==> src/rtl/dependency_counter_task_trigger_macros.svh <==
// Assertion macros for the dependency counter task trigger.
// Depends on clk_i and rst_ni being visible in the module that uses them.
`ifndef DEPENDENCY_COUNTER_TASK_TRIGGER_MACROS_SVH
`define DEPENDENCY_COUNTER_TASK_TRIGGER_MACROS_SVH

// Same-cycle implication, disabled during reset.
`define DCT_ASSERT_IMP(lbl, ant, con, msg) \
  lbl: assert property (@(posedge clk_i) disable iff (!rst_ni) (ant) |-> (con)) \
    else $error(msg);

// Next-cycle implication, disabled during reset.
`define DCT_ASSERT_NXT(lbl, ant, con, msg) \
  lbl: assert property (@(posedge clk_i) disable iff (!rst_ni) (ant) |=> (con)) \
    else $error(msg);

`endif

==> src/rtl/dct_pkg.sv <==
// Shared types and constants of the dependency counter task trigger.
// No dependencies; used by dct_ctrl, dct_dpath and the top level.
package dct_pkg;

  localparam int NodeCountDef   = 8;
  localparam int CounterBitsDef = 16;
  localparam int NodeW          = 3;
  localparam int DeltaW         = 16;
  localparam int PrioW          = 3;
  localparam int EdgeW          = 64;
  localparam int PrioRegW       = 24;
  localparam int CfgIdxW        = 1;
  localparam int CfgDataW       = 64;

  typedef enum logic [CfgIdxW-1:0] {
    CFG_EDGE_MATRIX = 1'b0,
    CFG_NODE_PRIO   = 1'b1
  } cfg_reg_e;

  typedef enum logic [1:0] {
    ERR_OK  = 2'd0,
    ERR_NEG = 2'd1,
    ERR_SAT = 2'd2
  } err_code_e;

  typedef enum logic [2:0] {
    ST_IDLE = 3'b001,
    ST_CALC = 3'b010,
    ST_EMIT = 3'b100
  } state_e;

  typedef struct packed {
    logic [NodeW-1:0]         node;
    logic signed [DeltaW-1:0] delta;
  } in_item_t;

  typedef struct packed {
    logic             fired;
    logic [NodeW-1:0] task_index;
    logic [PrioW-1:0] priority_res;
    err_code_e        error_code;
    logic             last;
  } res_item_t;

  // Controller to datapath.
  typedef struct packed {
    logic load;
    logic calc;
    logic emit;
  } dct_cmd_t;

  // Datapath to controller.
  typedef struct packed {
    logic last;
  } dct_sts_t;

endpackage

==> src/rtl/dct_ctrl.sv <==
// Sequencer of the dependency counter task trigger: idle, update, emit.
// Depends on dct_pkg.
module dct_ctrl (
  input  logic              clk_i,
  input  logic              rst_ni,
  input  logic              start_i,
  input  dct_pkg::dct_sts_t sts_i,
  output dct_pkg::dct_cmd_t cmd_o,
  output logic              busy_o
);

  dct_pkg::state_e state_q, state_d;

  always_comb begin
    state_d    = state_q;
    cmd_o      = '0;
    case (state_q)
      dct_pkg::ST_IDLE: begin
        if (start_i) begin
          cmd_o.load = 1'b1;
          state_d    = dct_pkg::ST_CALC;
        end
      end
      dct_pkg::ST_CALC: begin
        cmd_o.calc = 1'b1;
        state_d    = dct_pkg::ST_EMIT;
      end
      dct_pkg::ST_EMIT: begin
        cmd_o.emit = 1'b1;
        if (sts_i.last) begin
          state_d = dct_pkg::ST_IDLE;
        end
      end
      default: begin
        state_d = dct_pkg::ST_IDLE;
      end
    endcase
  end

  always_ff @(posedge clk_i or negedge rst_ni) begin
    if (!rst_ni) begin
      state_q <= dct_pkg::ST_IDLE;
    end else begin
      state_q <= state_d;
    end
  end

  assign busy_o = (state_q != dct_pkg::ST_IDLE);

endmodule

==> src/rtl/dct_dpath.sv <==
// Datapath of the dependency counter task trigger: counters, fired flags,
// config registers, release mask and result register. Depends on dct_pkg.
`include "dependency_counter_task_trigger_macros.svh"

module dct_dpath #(
  parameter int NODE_COUNT   = dct_pkg::NodeCountDef,
  parameter int COUNTER_BITS = dct_pkg::CounterBitsDef
) (
  input  logic                          clk_i,
  input  logic                          rst_ni,
  input  dct_pkg::dct_cmd_t             cmd_i,
  output dct_pkg::dct_sts_t             sts_o,
  input  dct_pkg::in_item_t             item_i,
  input  logic                          cfg_we_i,
  input  logic [dct_pkg::CfgIdxW-1:0]   cfg_index_i,
  input  logic [dct_pkg::CfgDataW-1:0]  cfg_data_i,
  output dct_pkg::res_item_t            res_o,
  output logic                          res_valid_o
);

  localparam int NodeIdxW = $clog2(NODE_COUNT);
  localparam int CalcW    = ((COUNTER_BITS > dct_pkg::DeltaW) ?
                             COUNTER_BITS : dct_pkg::DeltaW) + 2;
  localparam logic [COUNTER_BITS-1:0] CntMax = {COUNTER_BITS{1'b1}};

  logic [dct_pkg::EdgeW-1:0]    edge_q;
  logic [dct_pkg::PrioRegW-1:0] prio_q;
  logic [COUNTER_BITS-1:0]      cnt_q [NODE_COUNT];
  logic [NODE_COUNT-1:0]        fired_q;
  logic [NODE_COUNT-1:0]        fire_q;
  dct_pkg::in_item_t            item_q;
  dct_pkg::err_code_e           err_q;
  dct_pkg::res_item_t           res_q;
  logic                         res_valid_q;

  logic                    node_ok;
  logic [NodeIdxW-1:0]     node_idx;
  logic [COUNTER_BITS-1:0] cnt_cur;
  logic [CalcW-1:0]        sum;
  logic [COUNTER_BITS-1:0] cnt_nxt;
  dct_pkg::err_code_e      err_d;
  logic [NODE_COUNT-1:0]   zero_v;
  logic [NODE_COUNT-1:0]   fire_d;
  logic [NODE_COUNT-1:0]   pick;
  logic [dct_pkg::NodeW-1:0] pick_idx;
  logic [dct_pkg::PrioW-1:0] pick_prio;
  logic                    found;

  assign node_ok  = ({1'b0, item_q.node} < (dct_pkg::NodeW + 1)'(NODE_COUNT));
  assign node_idx = item_q.node[NodeIdxW-1:0];
  assign cnt_cur  = cnt_q[node_idx];
  assign sum      = {{(CalcW - COUNTER_BITS){1'b0}}, cnt_cur} + CalcW'(item_q.delta);

  // Counter update: refuse a negative result, clamp an overflow.
  always_comb begin
    if (sum[CalcW-1]) begin
      err_d   = dct_pkg::ERR_NEG;
      cnt_nxt = cnt_cur;
    end else if (|sum[CalcW-2:COUNTER_BITS]) begin
      err_d   = dct_pkg::ERR_SAT;
      cnt_nxt = CntMax;
    end else begin
      err_d   = dct_pkg::ERR_OK;
      cnt_nxt = sum[COUNTER_BITS-1:0];
    end
  end

  // Zero flags with the updated counter substituted, then the release mask.
  always_comb begin
    logic preds_done;
    for (int i = 0; i < NODE_COUNT; i++) begin
      if (node_idx == NodeIdxW'(i)) begin
        zero_v[i] = (cnt_nxt == '0);
      end else begin
        zero_v[i] = (cnt_q[i] == '0);
      end
    end
    for (int t = 0; t < NODE_COUNT; t++) begin
      preds_done = 1'b1;
      for (int s = 0; s < NODE_COUNT; s++) begin
        if (edge_q[{3'(s), 3'(t)}] && !zero_v[s]) begin
          preds_done = 1'b0;
        end
      end
      fire_d[t] = node_ok && (err_d == dct_pkg::ERR_OK) && (cnt_nxt == '0) &&
                  edge_q[{item_q.node, 3'(t)}] && !fired_q[t] && preds_done;
    end
  end

  // Lowest pending release goes out first.
  always_comb begin
    pick      = '0;
    pick_idx  = '0;
    pick_prio = '0;
    found     = 1'b0;
    for (int t = 0; t < NODE_COUNT; t++) begin
      if (fire_q[t] && !found) begin
        found     = 1'b1;
        pick[t]   = 1'b1;
        pick_idx  = 3'(t);
        pick_prio = prio_q[dct_pkg::PrioW*t +: dct_pkg::PrioW];
      end
    end
  end

  assign sts_o.last = ((fire_q & ~pick) == '0);

  always_ff @(posedge clk_i or negedge rst_ni) begin
    if (!rst_ni) begin
      edge_q      <= '0;
      prio_q      <= '0;
      fired_q     <= '0;
      fire_q      <= '0;
      res_valid_q <= 1'b0;
      for (int i = 0; i < NODE_COUNT; i++) begin
        cnt_q[i] <= COUNTER_BITS'(1);
      end
    end else begin
      if (cfg_we_i) begin
        if (cfg_index_i == dct_pkg::CFG_EDGE_MATRIX) begin
          edge_q <= cfg_data_i;
        end else begin
          prio_q <= cfg_data_i[dct_pkg::PrioRegW-1:0];
        end
      end
      if (cmd_i.calc) begin
        if (node_ok && (err_d != dct_pkg::ERR_NEG)) begin
          cnt_q[node_idx] <= cnt_nxt;
        end
        fire_q  <= fire_d;
        fired_q <= fired_q | fire_d;
      end
      if (cmd_i.emit) begin
        fire_q <= fire_q & ~pick;
      end
      res_valid_q <= cmd_i.emit;
    end
  end

  always_ff @(posedge clk_i) begin
    if (cmd_i.load) begin
      item_q <= item_i;
    end
    if (cmd_i.calc) begin
      err_q <= node_ok ? err_d : dct_pkg::ERR_OK;
    end
    if (cmd_i.emit) begin
      res_q.fired        <= found;
      res_q.task_index   <= pick_idx;
      res_q.priority_res <= pick_prio;
      res_q.error_code   <= found ? dct_pkg::ERR_OK : err_q;
      res_q.last         <= sts_o.last;
    end
  end

  assign res_o       = res_q;
  assign res_valid_o = res_valid_q;

  `DCT_ASSERT_IMP(a_fired_no_err, res_valid_q && res_q.fired,
                  res_q.error_code == dct_pkg::ERR_OK, "released task carries an error")
  `DCT_ASSERT_IMP(a_fired_flag_set, res_valid_q && res_q.fired,
                  fired_q[res_q.task_index[NodeIdxW-1:0]], "released task not marked fired")
  `DCT_ASSERT_IMP(a_idle_is_last, res_valid_q && !res_q.fired,
                  res_q.last, "empty result is not the last one")
  `DCT_ASSERT_NXT(a_calc_no_strobe, cmd_i.calc,
                  !res_valid_q, "result strobe right after counter update")

endmodule

==> src/rtl/dependency_counter_task_trigger.sv <==
// Dependency counter task trigger: one item = node plus signed delta.
// The start edge loads the item register, the update state registers the release mask, and the emit
// state registers one result at a time; with n results (n = 1..8) busy_o stays high until the last.
// Results strobe once per cycle in ascending task order; the receiver cannot stall.
// Reset (async, active low) sets every counter to one, clears fired flags and config.
module dependency_counter_task_trigger #(
  parameter int NODE_COUNT   = dct_pkg::NodeCountDef,
  parameter int COUNTER_BITS = dct_pkg::CounterBitsDef
) (
  input  logic                         clk_i,
  input  logic                         rst_ni,
  // Item channel: accepted when start_i is high and busy_o is low.
  input  logic                         start_i,
  output logic                         busy_o,
  input  dct_pkg::in_item_t            item_i,
  // Result channel: each result is marked by res_valid_o.
  output dct_pkg::res_item_t           res_o,
  output logic                         res_valid_o,
  // Config write channel; always ready; the user must write only while idle, the block does not enforce it.
  input  logic                         cfg_valid_i,
  output logic                         cfg_ready_o,
  input  logic [dct_pkg::CfgIdxW-1:0]  cfg_index_i,
  input  logic [dct_pkg::CfgDataW-1:0] cfg_data_i
);

  // Command and status between sequencer and datapath.
  dct_pkg::dct_cmd_t cmd;
  dct_pkg::dct_sts_t sts;

  assign cfg_ready_o = 1'b1;

  // Sequencer: idle -> update counter and build release mask -> emit results.
  dct_ctrl u_ctrl (
    .clk_i   (clk_i),
    .rst_ni  (rst_ni),
    .start_i (start_i),
    .sts_i   (sts),
    .cmd_o   (cmd),
    .busy_o  (busy_o)
  );

  // Datapath: counters, fired flags, edge and priority registers, result register.
  dct_dpath #(
    .NODE_COUNT   (NODE_COUNT),
    .COUNTER_BITS (COUNTER_BITS)
  ) u_dpath (
    .clk_i       (clk_i),
    .rst_ni      (rst_ni),
    .cmd_i       (cmd),
    .sts_o       (sts),
    .item_i      (item_i),
    .cfg_we_i    (cfg_valid_i & cfg_ready_o),
    .cfg_index_i (cfg_index_i),
    .cfg_data_i  (cfg_data_i),
    .res_o       (res_o),
    .res_valid_o (res_valid_o)
  );

endmodule
==> config.mk <==
export PLATFORM = sky130hd
export DESIGN_NAME = dependency_counter_task_trigger
export DESIGN_NICKNAME = d
export VERILOG_FILES = /design/src/rtl/dct_pkg.sv /design/src/rtl/dct_ctrl.sv /design/src/rtl/dct_dpath.sv /design/src/rtl/dependency_counter_task_trigger.sv
export VERILOG_INCLUDE_DIRS = /design/src /design/src/rtl
export SDC_FILE = /design/constraint.sdc
export NUM_CORES = 1
export LEC_CHECK = 0
export BUFFER_PORTS_ARGS = -buffer_cell sky130_fd_sc_hd__buf_2
export CAP_MARGIN = 20
export CORE_MARGIN = 1.5
export CORE_UTILIZATION = 61
export DETAILED_ROUTE_END_ITERATION = 6
export HOLD_SLACK_MARGIN = 0.12
export PLACE_DENSITY = 0.82
export REMOVE_ABC_BUFFERS = 1
export SYNTH_ARGS = -nofsm -noshare
export SYNTH_HDL_FRONTEND = slang
export SYNTH_SLANG_ARGS = --single-unit
==> constraint.sdc <==
create_clock -name clk_i -period 6.3 [get_ports clk_i]
set_input_delay 1.26 -clock clk_i [delete_from_list [all_inputs] [get_ports clk_i]]
set_output_delay 1.26 -clock clk_i [all_outputs]
set_load 0.005 [all_outputs]
* Word level (Yosys, flattened, before mapping) *
Cells that the tools add are included.

operators by class
  $add $sub $neg = 1
  shifts and indexed selects = 0
  div/mod/pow operators = 0
  bitwise gates (word level) = 5
  eq/ne operators = 14
  multiplexer cells = 136
  $mul = 0
  reductions and logical operators = 139
  $lt $le $gt $ge = 10

operator list
  cell                                                number
  zero test 16 bit                                    9
  bitwise mux 128 bit                                 1
  2-to-1 mux 1 bit                                    101
  logical AND 1 bit                                   97
  2-to-1 mux 16 bit                                   5
  < comparator 6 x 7 -> 1 bit, second input constant  8
  binary-select mux 16 bit (select 3 bit)             1
  demux 16 bit (select 3 bit)                         1
  2-to-1 mux 3 bit                                    10
  binary-select mux 1 bit (select 3 bit)              8
  zero test 1 bit                                     23
  adder 17 x 16 -> 18 bit                             1
  2-to-1 mux 8 bit                                    2
  == test 3 bit, second input constant                5
  2-to-1 mux 2 bit                                    6
  == test 3 x 2 -> 1 bit, second input constant       3
  one-hot mux 3 bit (3 select lines)                  1
  bitwise AND 8 bit                                   1
  zero test 8 bit                                     1
  inverter 8 bit                                      1
  OR 8 bit                                            1
  AND reduction 2 bit                                 4
  == test 3 x 1 -> 1 bit, second input constant       2
  >= comparator 4 bit, second input constant          1
  other kinds (11)                                    12

word-level totals
  output and inout port bits = 13
  bits in writable memories = 0
  latch bits = 0
  input bits = 88
  memories = 0
  logic and storage cells = 329
  register bits after elaboration = 267
  bits in read-only memories = 0

* Longest topological paths before layout *
Gate-level depths: netlist of the first run.

  depth after elaboration = 27
  depth in mapped cells = 19
  depth with buffers taken out = 16

* Cells and area by module *
A second synthesis of the first run with hierarchy kept.

second synthesis, totals
  cell total of the unflattened synthesis = 1123
  area, all modules = 13857.0 um^2

modules (own cells, without submodules)
  module                           area an instance (um^2)  cells an instance  times used  seq. area each (um^2)
  dct_dpath                        13686.9                  1108               1           6771.5
  dct_ctrl                         158.9                    13                 1           76.3
  dependency_counter_task_trigger  11.3                     2                  1           0.0

* Worst setup path after synthesis of the first run *
Ideal clock, no wire load.

  kind = register to register
  start point = register u_dpath.item_q, in the netlist u_dpath.node_idx[0]
  end point = register u_dpath.fired_q[1]
  required time = 6233 ps
  setup time = 67 ps
  arrival = 4960 ps
  period minus slack after synthesis = 5027 ps
  cell stages (with the launch flop) = 20
  path buffers = 3
  slack = 1273 ps
  path through = edfxtp_1 -> buf_2 -> clkbuf_1 -> mux4_2 -> mux2i_1 -> inv_1 -> ha_1 -> clkbuf_1 -> a21oi_1 -> o21ai_0 -> a41o_1 -> nor4_2 -> or2_4 -> inv_2 -> or3_4 -> o32ai_4 -> nand4_2 -> a311oi_1 -> nand4_1 -> nand2b_1

on the way
  longest elaborated chain between the ends = 21
  elaborated cells between the ends (all ways) = 58
  classes of those cells = 1 x add/sub; 7 x eq/ne; 25 x mux; 2 x bitwise; 23 x reduce/logical

RTL lines
  item                                                  RTL line                          RTL
  from (decl)                                           dct_dpath.sv:31                   dct_pkg::in_item_t item_q;
  from (signal assigned)                                dct_dpath.sv:142                  item_q <= item_i;
  inverter 3 -> 4 bit (implied by the code)             dct_dpath.sv:51                   assign cnt_cur = cnt_q[node_idx];
  binary-select mux 16 bit (select 3 bit)               dct_dpath.sv:51
  2-to-1 mux 16 bit (implied by the code) (2 in a row)  dct_dpath.sv:51
  adder 17 x 16 -> 18 bit                               dct_dpath.sv:52                   assign sum = {{(CalcW - COUNTER_BITS){1'b0}}, cnt_cur} + CalcW'(item_q.delta);
  2-to-1 mux 16 bit                                     dct_dpath.sv:59                   end else if (|sum[CalcW-2:COUNTER_BITS]) begin
  2-to-1 mux 16 bit                                     dct_dpath.sv:56                   if (sum[CalcW-1]) begin
  zero test 16 bit                                      dct_dpath.sv:73, dct_dpath.sv:85
  2-to-1 mux 1 bit                                      dct_dpath.sv:72                   if (node_idx == NodeIdxW'(i)) begin
  zero test 1 bit                                       dct_dpath.sv:81                   if (edge_q[{3'(s), 3'(t)}] && !zero_v[s]) begin
  logical AND 1 bit                                     dct_dpath.sv:81
  2-to-1 mux 1 bit (8 in a row)                         dct_dpath.sv:81
  logical AND 1 bit (*)                                 dct_dpath.sv:86                   edge_q[{item_q.node, 3'(t)}] && !fired_q[t] && preds_done;
  OR 8 bit (*)                                          dct_dpath.sv:131                  fired_q <= fired_q | fire_d;
  to (signal assigned)                                  dct_dpath.sv:131
  to (decl)                                             dct_dpath.sv:29                   logic [NODE_COUNT-1:0] fired_q;

Every way passes the cells marked *; elsewhere a longest branch is shown, timed or not. The select of a mux whose other input is x is not followed.
A chain may end at the register's enable or synchronous reset.

* Final worst setup path of the first run *
  start point = register u_dpath.item_q, in the netlist u_dpath.node_idx[0]
  end point = register u_dpath.fired_q[3]

Same word-level chain as after synthesis.

==> impl_metrics.yaml, run 1 <==
sta:
  fmax_mhz: 169
  period_needed_ps: 5930
  worstMarginPinSlew_ps: 1080
  tns_ps: 0
  finalHoldViolations: 0
  drv_slew: 0
  setup_viol: 0
  hold-worst-slack_ps: 479
  relSlewSlack_pct: 27.5
  finalClockSkew_ps: 10.3
  rsz0062_at_grt: "no"
  worst_slack_ps: 374
  period_share_pct: 94.1
synth:
  synth_top_family_by_area: "multiplexers"
  synthXorXnorAreaFrac_pct: 0.873
  synth_cell_types: 82
  syn_avg_cell_area_um2: 12.4
  synth_seq_area_share_pct: 49.3
  synth_top_area_share_pct: 40.9
  synth-compound-area-share_pct: 8.26
  ys_top_cells_by_area: "dfrtp_1 (41%), mux2_2 (17%), mux4_2 (7.8%), edfxtp_1 (6.7%), nand2_1 (1.8%)"
  ys_seq_elements: 267
  synthSimpleGateAreaFrac_pct: 11.5
  yosysWarnings: 0
  synth_mux_area_share_pct: 26.1
  async_reset_ff_share_pct: 88.4
  ys.flop_type: "dfrtp_1"
  synth_area_leader_cell: "dfrtp_1"
  synth_edf_count: 31
  synthesis.instances: 1119
  syn-cell-area_um2: 13900
  yosys.area_share.adder_pct: 1.75
clock_tree:
  clock_sinks: 267
  clk_latency_ps: 550
  cts_tree: "done"
  clk_pin_slew_worst_paths_ps: 60
  root_buffer: "clkbuf_16"
  cts_hold_buf: 0
  numCtsBuffers: 27
  clockBufferDepth: 3
  post_cts.repair.setup_buffers: 0
  cts_resized: 0
  htree_num_levels: 1
global_route:
  grt_max_degree: 174
  grt_first_pass_wirelength_mm: 58.0
  grt_usage_pct: 32.0
  grt_pass1_vias: 10200
  grt-ovfl-total: 0
  antenna_found_initial: 0
floorplan:
  die_y_um: 154
  fp-row-count: 55
  ios: 101
  die_w_um: 154
  start_util_pct: 61.8
  core_um2: 22500
  die-area_um2: 23700
cells_and_area:
  stdcell_area_um2: 15600
  antenna_cells: 0
  finalCoreUtilization_pct: 69.2
  num-nets-final: 1312
  drive_gt1_share_pct: 37.0
  instances_no_fill: 1511
  fillers: 1578
  seqCellArea_um2: 6850
  area_delta_synth_final_pct: 12.1
  multi_input_area_um2: 6750
placement:
  placed_area_um2: 14700
  portBuffers: 99
  dp_hpwl_mm: 26.6
  detailedPlace.worstSlack_ps: 480
  dp.cells: 1462
  place.gp.congestion: 0.903
routing:
  via_per_inst: 6.76
  remaining_drc_errors: 0
  wl_per_cell_um: 24.9
  wl_mm: 37.6
  dr.pass1.iters: 6
  drt-initial-drc-count: 960
  antenna_left: 0
  vias: 10200
run_status:
  status: "finished clean"
power:
  peakVddDrop_mv: 0.351
  powerDensity_nw_per_um2: 527
  p_leak_nw: 7.02
  p_total_mw: 8.21
setup_path:
  rr_startpoint: "u_dpath.node_idx[0]$_DFFE_PP_"
  startpoint: "u_dpath.node_idx[0]$_DFFE_PP_"
  cp.arrival_ps: 6400
  worstPathMaxFanout: 56
  startpoint_type: "flip-flop"
  worstPathRequired_ps: 6780
  worst_setup_path_end_kind: "flip-flop"
  critical_path_class: "flip-flop to flip-flop"
hold_path:
  holdCritStartpoint: "u_dpath.fired_q[4]$_DFFE_PN0N_"
  worst_hold_path_type: "flip-flop to flip-flop"
flow_run:
  cap_viol_max_count: 0
## final cells by class
cell class / instances / share of cell area (%)
repair buffers: 114 / 4.21
inverters: 24 / 0.578
clock inverters: 12 / 0.779
well taps: 285 / 2.29
multi-input cells: 772 / 43.3
clock buffers: 37 / 4.90
flip-flops and latches: 267 / 44.0
## critical path, cell delays in order, from the launching register on
cell	delay, ps
edfxtp_1	390
buf_12	370
mux4_2	550
mux2_2	350
ha_1	360
and2_4	200
a221oi_2	430
a2111oi_2	190
nor4_2	460
or2_4	370
inv_2	180
or3_4	440
o32ai_4	480
nand4_1	470
a22oi_1	300
nand4_1	150
nand2b_1	110
## cell usage after synthesis (all sizes together) (8+ instances only)
library cell  count
a21o              9
a21oi            46
a22oi            10
a311oi            8
a31oi            10
buf              13
clkbuf           43
dfrtp           227
dfstp             9
edfxtp           31
ha               17
inv              24
mux2            214
mux2i            13
mux4             48
nand2            66
nand2b           14
nand3            34
nand3b            9
nand4            20
nor2             47
nor2b            16
nor3             21
nor4             38
o21ai            32
## logic make-up after synthesis
kind of cell,Yosys count
AND/OR/NAND/NOR,297
multiplexers,275
flip-flops,267
AO/OA/AOI/OAI,167
buffers and inverters,80
adder cells (fa/ha/maj),19
XOR/XNOR,13
other,1
## sequential cells by signal, summed over array words and instances, names as in the netlist
register / cells
u_dpath.edge_q: 64
u_dpath.node_idx: 3
u_dpath.fired_q: 8
u_dpath.err_q: 2
u_dpath.item_q: 16
u_dpath.cnt_q: 128
u_dpath.fire_q: 8
u_dpath.res_valid_o: 1
u_dpath.res_o: 10
u_dpath.prio_q: 24
u_ctrl.state_q: 3
## path summary, 6_finish.rpt
path | endpoint | depth (start not counted) | slack (ps)
worst max register to register | u_dpath.fired_q[3]$_DFFE_PN0N_ | 16 | 370
max in group asynchronous | u_dpath.cnt_q[72]$_DFFE_PN0P_ | 2 | 4300
min in group asynchronous | u_dpath.prio_q[9]$_DFFE_PN0P_ | 1 | 650
worst min register to register | u_dpath.fired_q[4]$_DFFE_PN0N_ | 1 | 480
worst max-delay path | u_dpath.fired_q[3]$_DFFE_PN0N_ | 16 | 370
worst min-delay path | u_dpath.fired_q[4]$_DFFE_PN0N_ | 1 | 480
## layer usage
layer	wire [µm]	GRT usage (%)
met5	0	0
met1	14600	42.2
met4	2030	16.1
met3	2900	4.31
met2	18000	52.5
## cells in the final DEF (no fill, tap or decap), types with 4 or more instances in the layout
cell / n
nor2_1: 47
inv_1: 22
a22oi_1: 10
nand2_1: 65
a21o_1: 9
mux4_2: 48
mux2i_1: 13
nand4_1: 17
o21a_1: 6
nand2b_1: 14
dfrtp_1: 227
nand3b_1: 9
nand3_1: 33
nor4b_1: 4
a31oi_1: 9
mux2_2: 214
and3_1: 4
clkbuf_1: 5
o21ai_0: 30
buf_4: 12
clkinv_2: 6
edfxtp_1: 31
nor3_1: 20
a21oi_1: 46
clkbuf_16: 27
dfstp_2: 9
a221oi_1: 4
ha_1: 17
xnor2_1: 6
nor4_1: 37
or3_1: 5
clkbuf_8: 5
nor2b_1: 15
buf_2: 98
xor2_1: 6
a311oi_1: 8
o211ai_1: 7
## where the power goes
group / leakage, nW / internal [mW] / switching, mW
clock network: 0.440 / 0.930 / 0.680
registers: 3.32 / 2.28 / 0.494
logic: 3.25 / 1.55 / 2.27
total: 7.02 / 4.76 / 3.45
No activity file was read; power rests on OpenSTA's default activity.
==> inputs of run 2 (changes only) <==
Settings changed: PLACE_DENSITY 0.82 to 0.81.
==> impl_metrics.yaml, run 2 (synthesis gave the netlist of run 1 again) <==
run_status:
  status: "finished with violations"
  violations: "design-rule violations"
cells_and_area:
  area_delta_synth_final_pct: 13.7
  num-nets-final: 1330
  largest_reg_flops: 128
  drive_gt1_share_pct: 38.1
  fillers: 1560
  finalCoreUtilization_pct: 70.2
  layout_common_cells: "dfrtp_1 (227), mux2_2 (214), buf_2 (99)"
  antenna_cells: 0
  multi_input_area_um2: 6750
  registers.top_by_ff_count: "u_dpath.cnt_q"
  instances_no_fill: 1529
  stdcell_area_um2: 15800
  final_common_cell: "dfrtp_1"
  seqCellArea_um2: 6850
  largestRegisters: "u_dpath.cnt_q (128), u_dpath.edge_q (64), u_dpath.prio_q (24)"
clock_tree:
  htree_num_levels: 1
  cts_tree: "done"
  cts_resized: 0
  root_buffer: "clkbuf_16"
  numCtsBuffers: 28
  clk_latency_ps: 550
  clockBufferDepth: 3
  clock_sinks: 267
  clk_pin_slew_worst_paths_ps: 70
power:
  p_leak_nw: 7.13
  peakVddDrop_mv: 0.352
  p_total_mw: 8.40
  p_seq_share_pct: 33.2
  p_sw_mw: 3.47
  power_frac_clock_pct: 21.1
  powerDensity_nw_per_um2: 531
  pwr-share-comb_pct: 45.7
  swShare_pct: 41.3
  internal-power_mw: 4.92
setup_path:
  critical_path_class: "flip-flop to flip-flop"
  cp_num_cells: 17
  reg2reg_depth: 17
  rr_startpoint: "u_dpath.node_idx[2]$_DFFE_PP_"
  critical-path-top-delay-family: "compound AO/OA/AOI/OAI gates"
  cp.arrival_ps: 6300
  crit_path_cell_trace: "buf_4 -> mux4_2 -> mux2_2 -> ha_1 -> inv_1 -> fa_1 -> nand2b_1 -> a21oi_1 -> o31a_1 -> o21a_1 -> xnor2_2 -> a41oi_1 -> a211oi_2 -> nand4_2 -> a311oi_1 -> nand4_1 -> nand2_1"
  startpoint: "u_dpath.node_idx[2]$_DFFE_PP_"
  worstPathMaxFanout: 14
  startpoint_type: "flip-flop"
  critPathSlowestCell: "edfxtp_1"
  cp_num_buf_inv: 2
  critical_path.max_stage_delay_ps: 840
  worst_setup_path_end_kind: "flip-flop"
  worstPathRequired_ps: 6770
floorplan:
  fp-row-count: 55
  start_util_pct: 61.8
  die_y_um: 154
  die_w_um: 154
  die-area_um2: 23700
  ios: 101
  core_um2: 22500
sta:
  rsz0062_at_grt: "no"
  worst_slack_ps: 478
  drv_slew: 0
  period_needed_ps: 5820
  setup_viol: 0
  fmax_mhz: 172
  tns_ps: 0
  relSlewSlack_pct: 28.8
  hold-worst-slack_ps: 479
  finalHoldViolations: 0
  finalClockSkew_ps: 7.40
  worstMarginPinSlew_ps: 1070
  period_share_pct: 92.4
placement:
  portBuffers: 99
  dp_hpwl_mm: 27.8
  place.gp.congestion: 0.944
  placed_area_um2: 14700
  detailedPlace.worstSlack_ps: 221
  dp.cells: 1472
global_route:
  grt-ovfl-total: 0
  grt_max_degree: 105
  grt_first_pass_wirelength_mm: 60.6
  grt_pass1_vias: 10600
  grt_usage_pct: 33.5
  antenna_found_initial: 0
routing:
  antenna_left: 0
  remaining_drc_errors: 5
  vias: 10300
  dr.pass1.iters: 7
  wl_mm: 38.9
  drt-initial-drc-count: 992
  wl_per_cell_um: 25.4
  via_per_inst: 6.76
hold_path:
  holdPathStages: 1
  worst_hold_path_type: "flip-flop to flip-flop"
  holdCritStartpoint: "u_dpath.fired_q[0]$_DFFE_PN0N_"
flow_run:
  cap_viol_max_count: 0
run 2: cell types whose count changed in the layout (fill, tap and decap cells not counted), sizes merged:
cell	before	now
inv	26	24
clkinvlp	1	3
bufinv	2	5
clkbuf	37	35
buf	114	131
run 2: path summary, 6_finish.rpt:
check                                                  to  slack [ps]
min in group asynchronous   u_dpath.res_valid_o$_DFF_PN0_         720
setup reg to reg            u_dpath.fire_q[6]$_DFFE_PN0P_         480
max in group asynchronous   u_dpath.cnt_q[89]$_DFFE_PN0P_        4120
setup / recovery            u_dpath.fire_q[6]$_DFFE_PN0P_         480
hold / removal             u_dpath.fired_q[0]$_DFFE_PN0N_         480
hold reg to reg            u_dpath.fired_q[0]$_DFFE_PN0N_         480
run 2: area by class of cell:
| cell class | count | share of cell area, % |
|---|---|---|
| Clock buffer | 35 | 4.93 |
| Clock inverter | 15 | 1.36 |
| Inverter | 24 | 0.570 |
| Multi-Input combinational cell | 772 | 42.7 |
| Sequential cell | 267 | 43.3 |
| Tap cell | 285 | 2.26 |
| Timing Repair Buffer | 131 | 4.86 |
run 2: layer usage:
layer | share of wire, % | GRT usage, %
met2 | 49 | 55.2
met4 | 5.4 | 16.7
met1 | 39 | 43.9
met3 | 7.1 | 4.57
met5 | 0 | 0
run 2: repair_timing:
action | 4_1_cts | 5_1_grt
endpoints found under the setup margin | 0 | 16
setup buffers | 0 | 6
hold endpoints to repair | 0 | 0
hold buffers | 0 | 0
run 2: power groups by stage:
stage,registers [mW],logic [mW],clock network [mW]
after floorplan,2.61,2.61,0
after CTS,2.78,3.73,1.78
final,2.79,3.84,1.77
after global routing,2.83,4.14,1.85
after detailed placement,2.80,3.70,0
after global placement,2.77,3.63,0
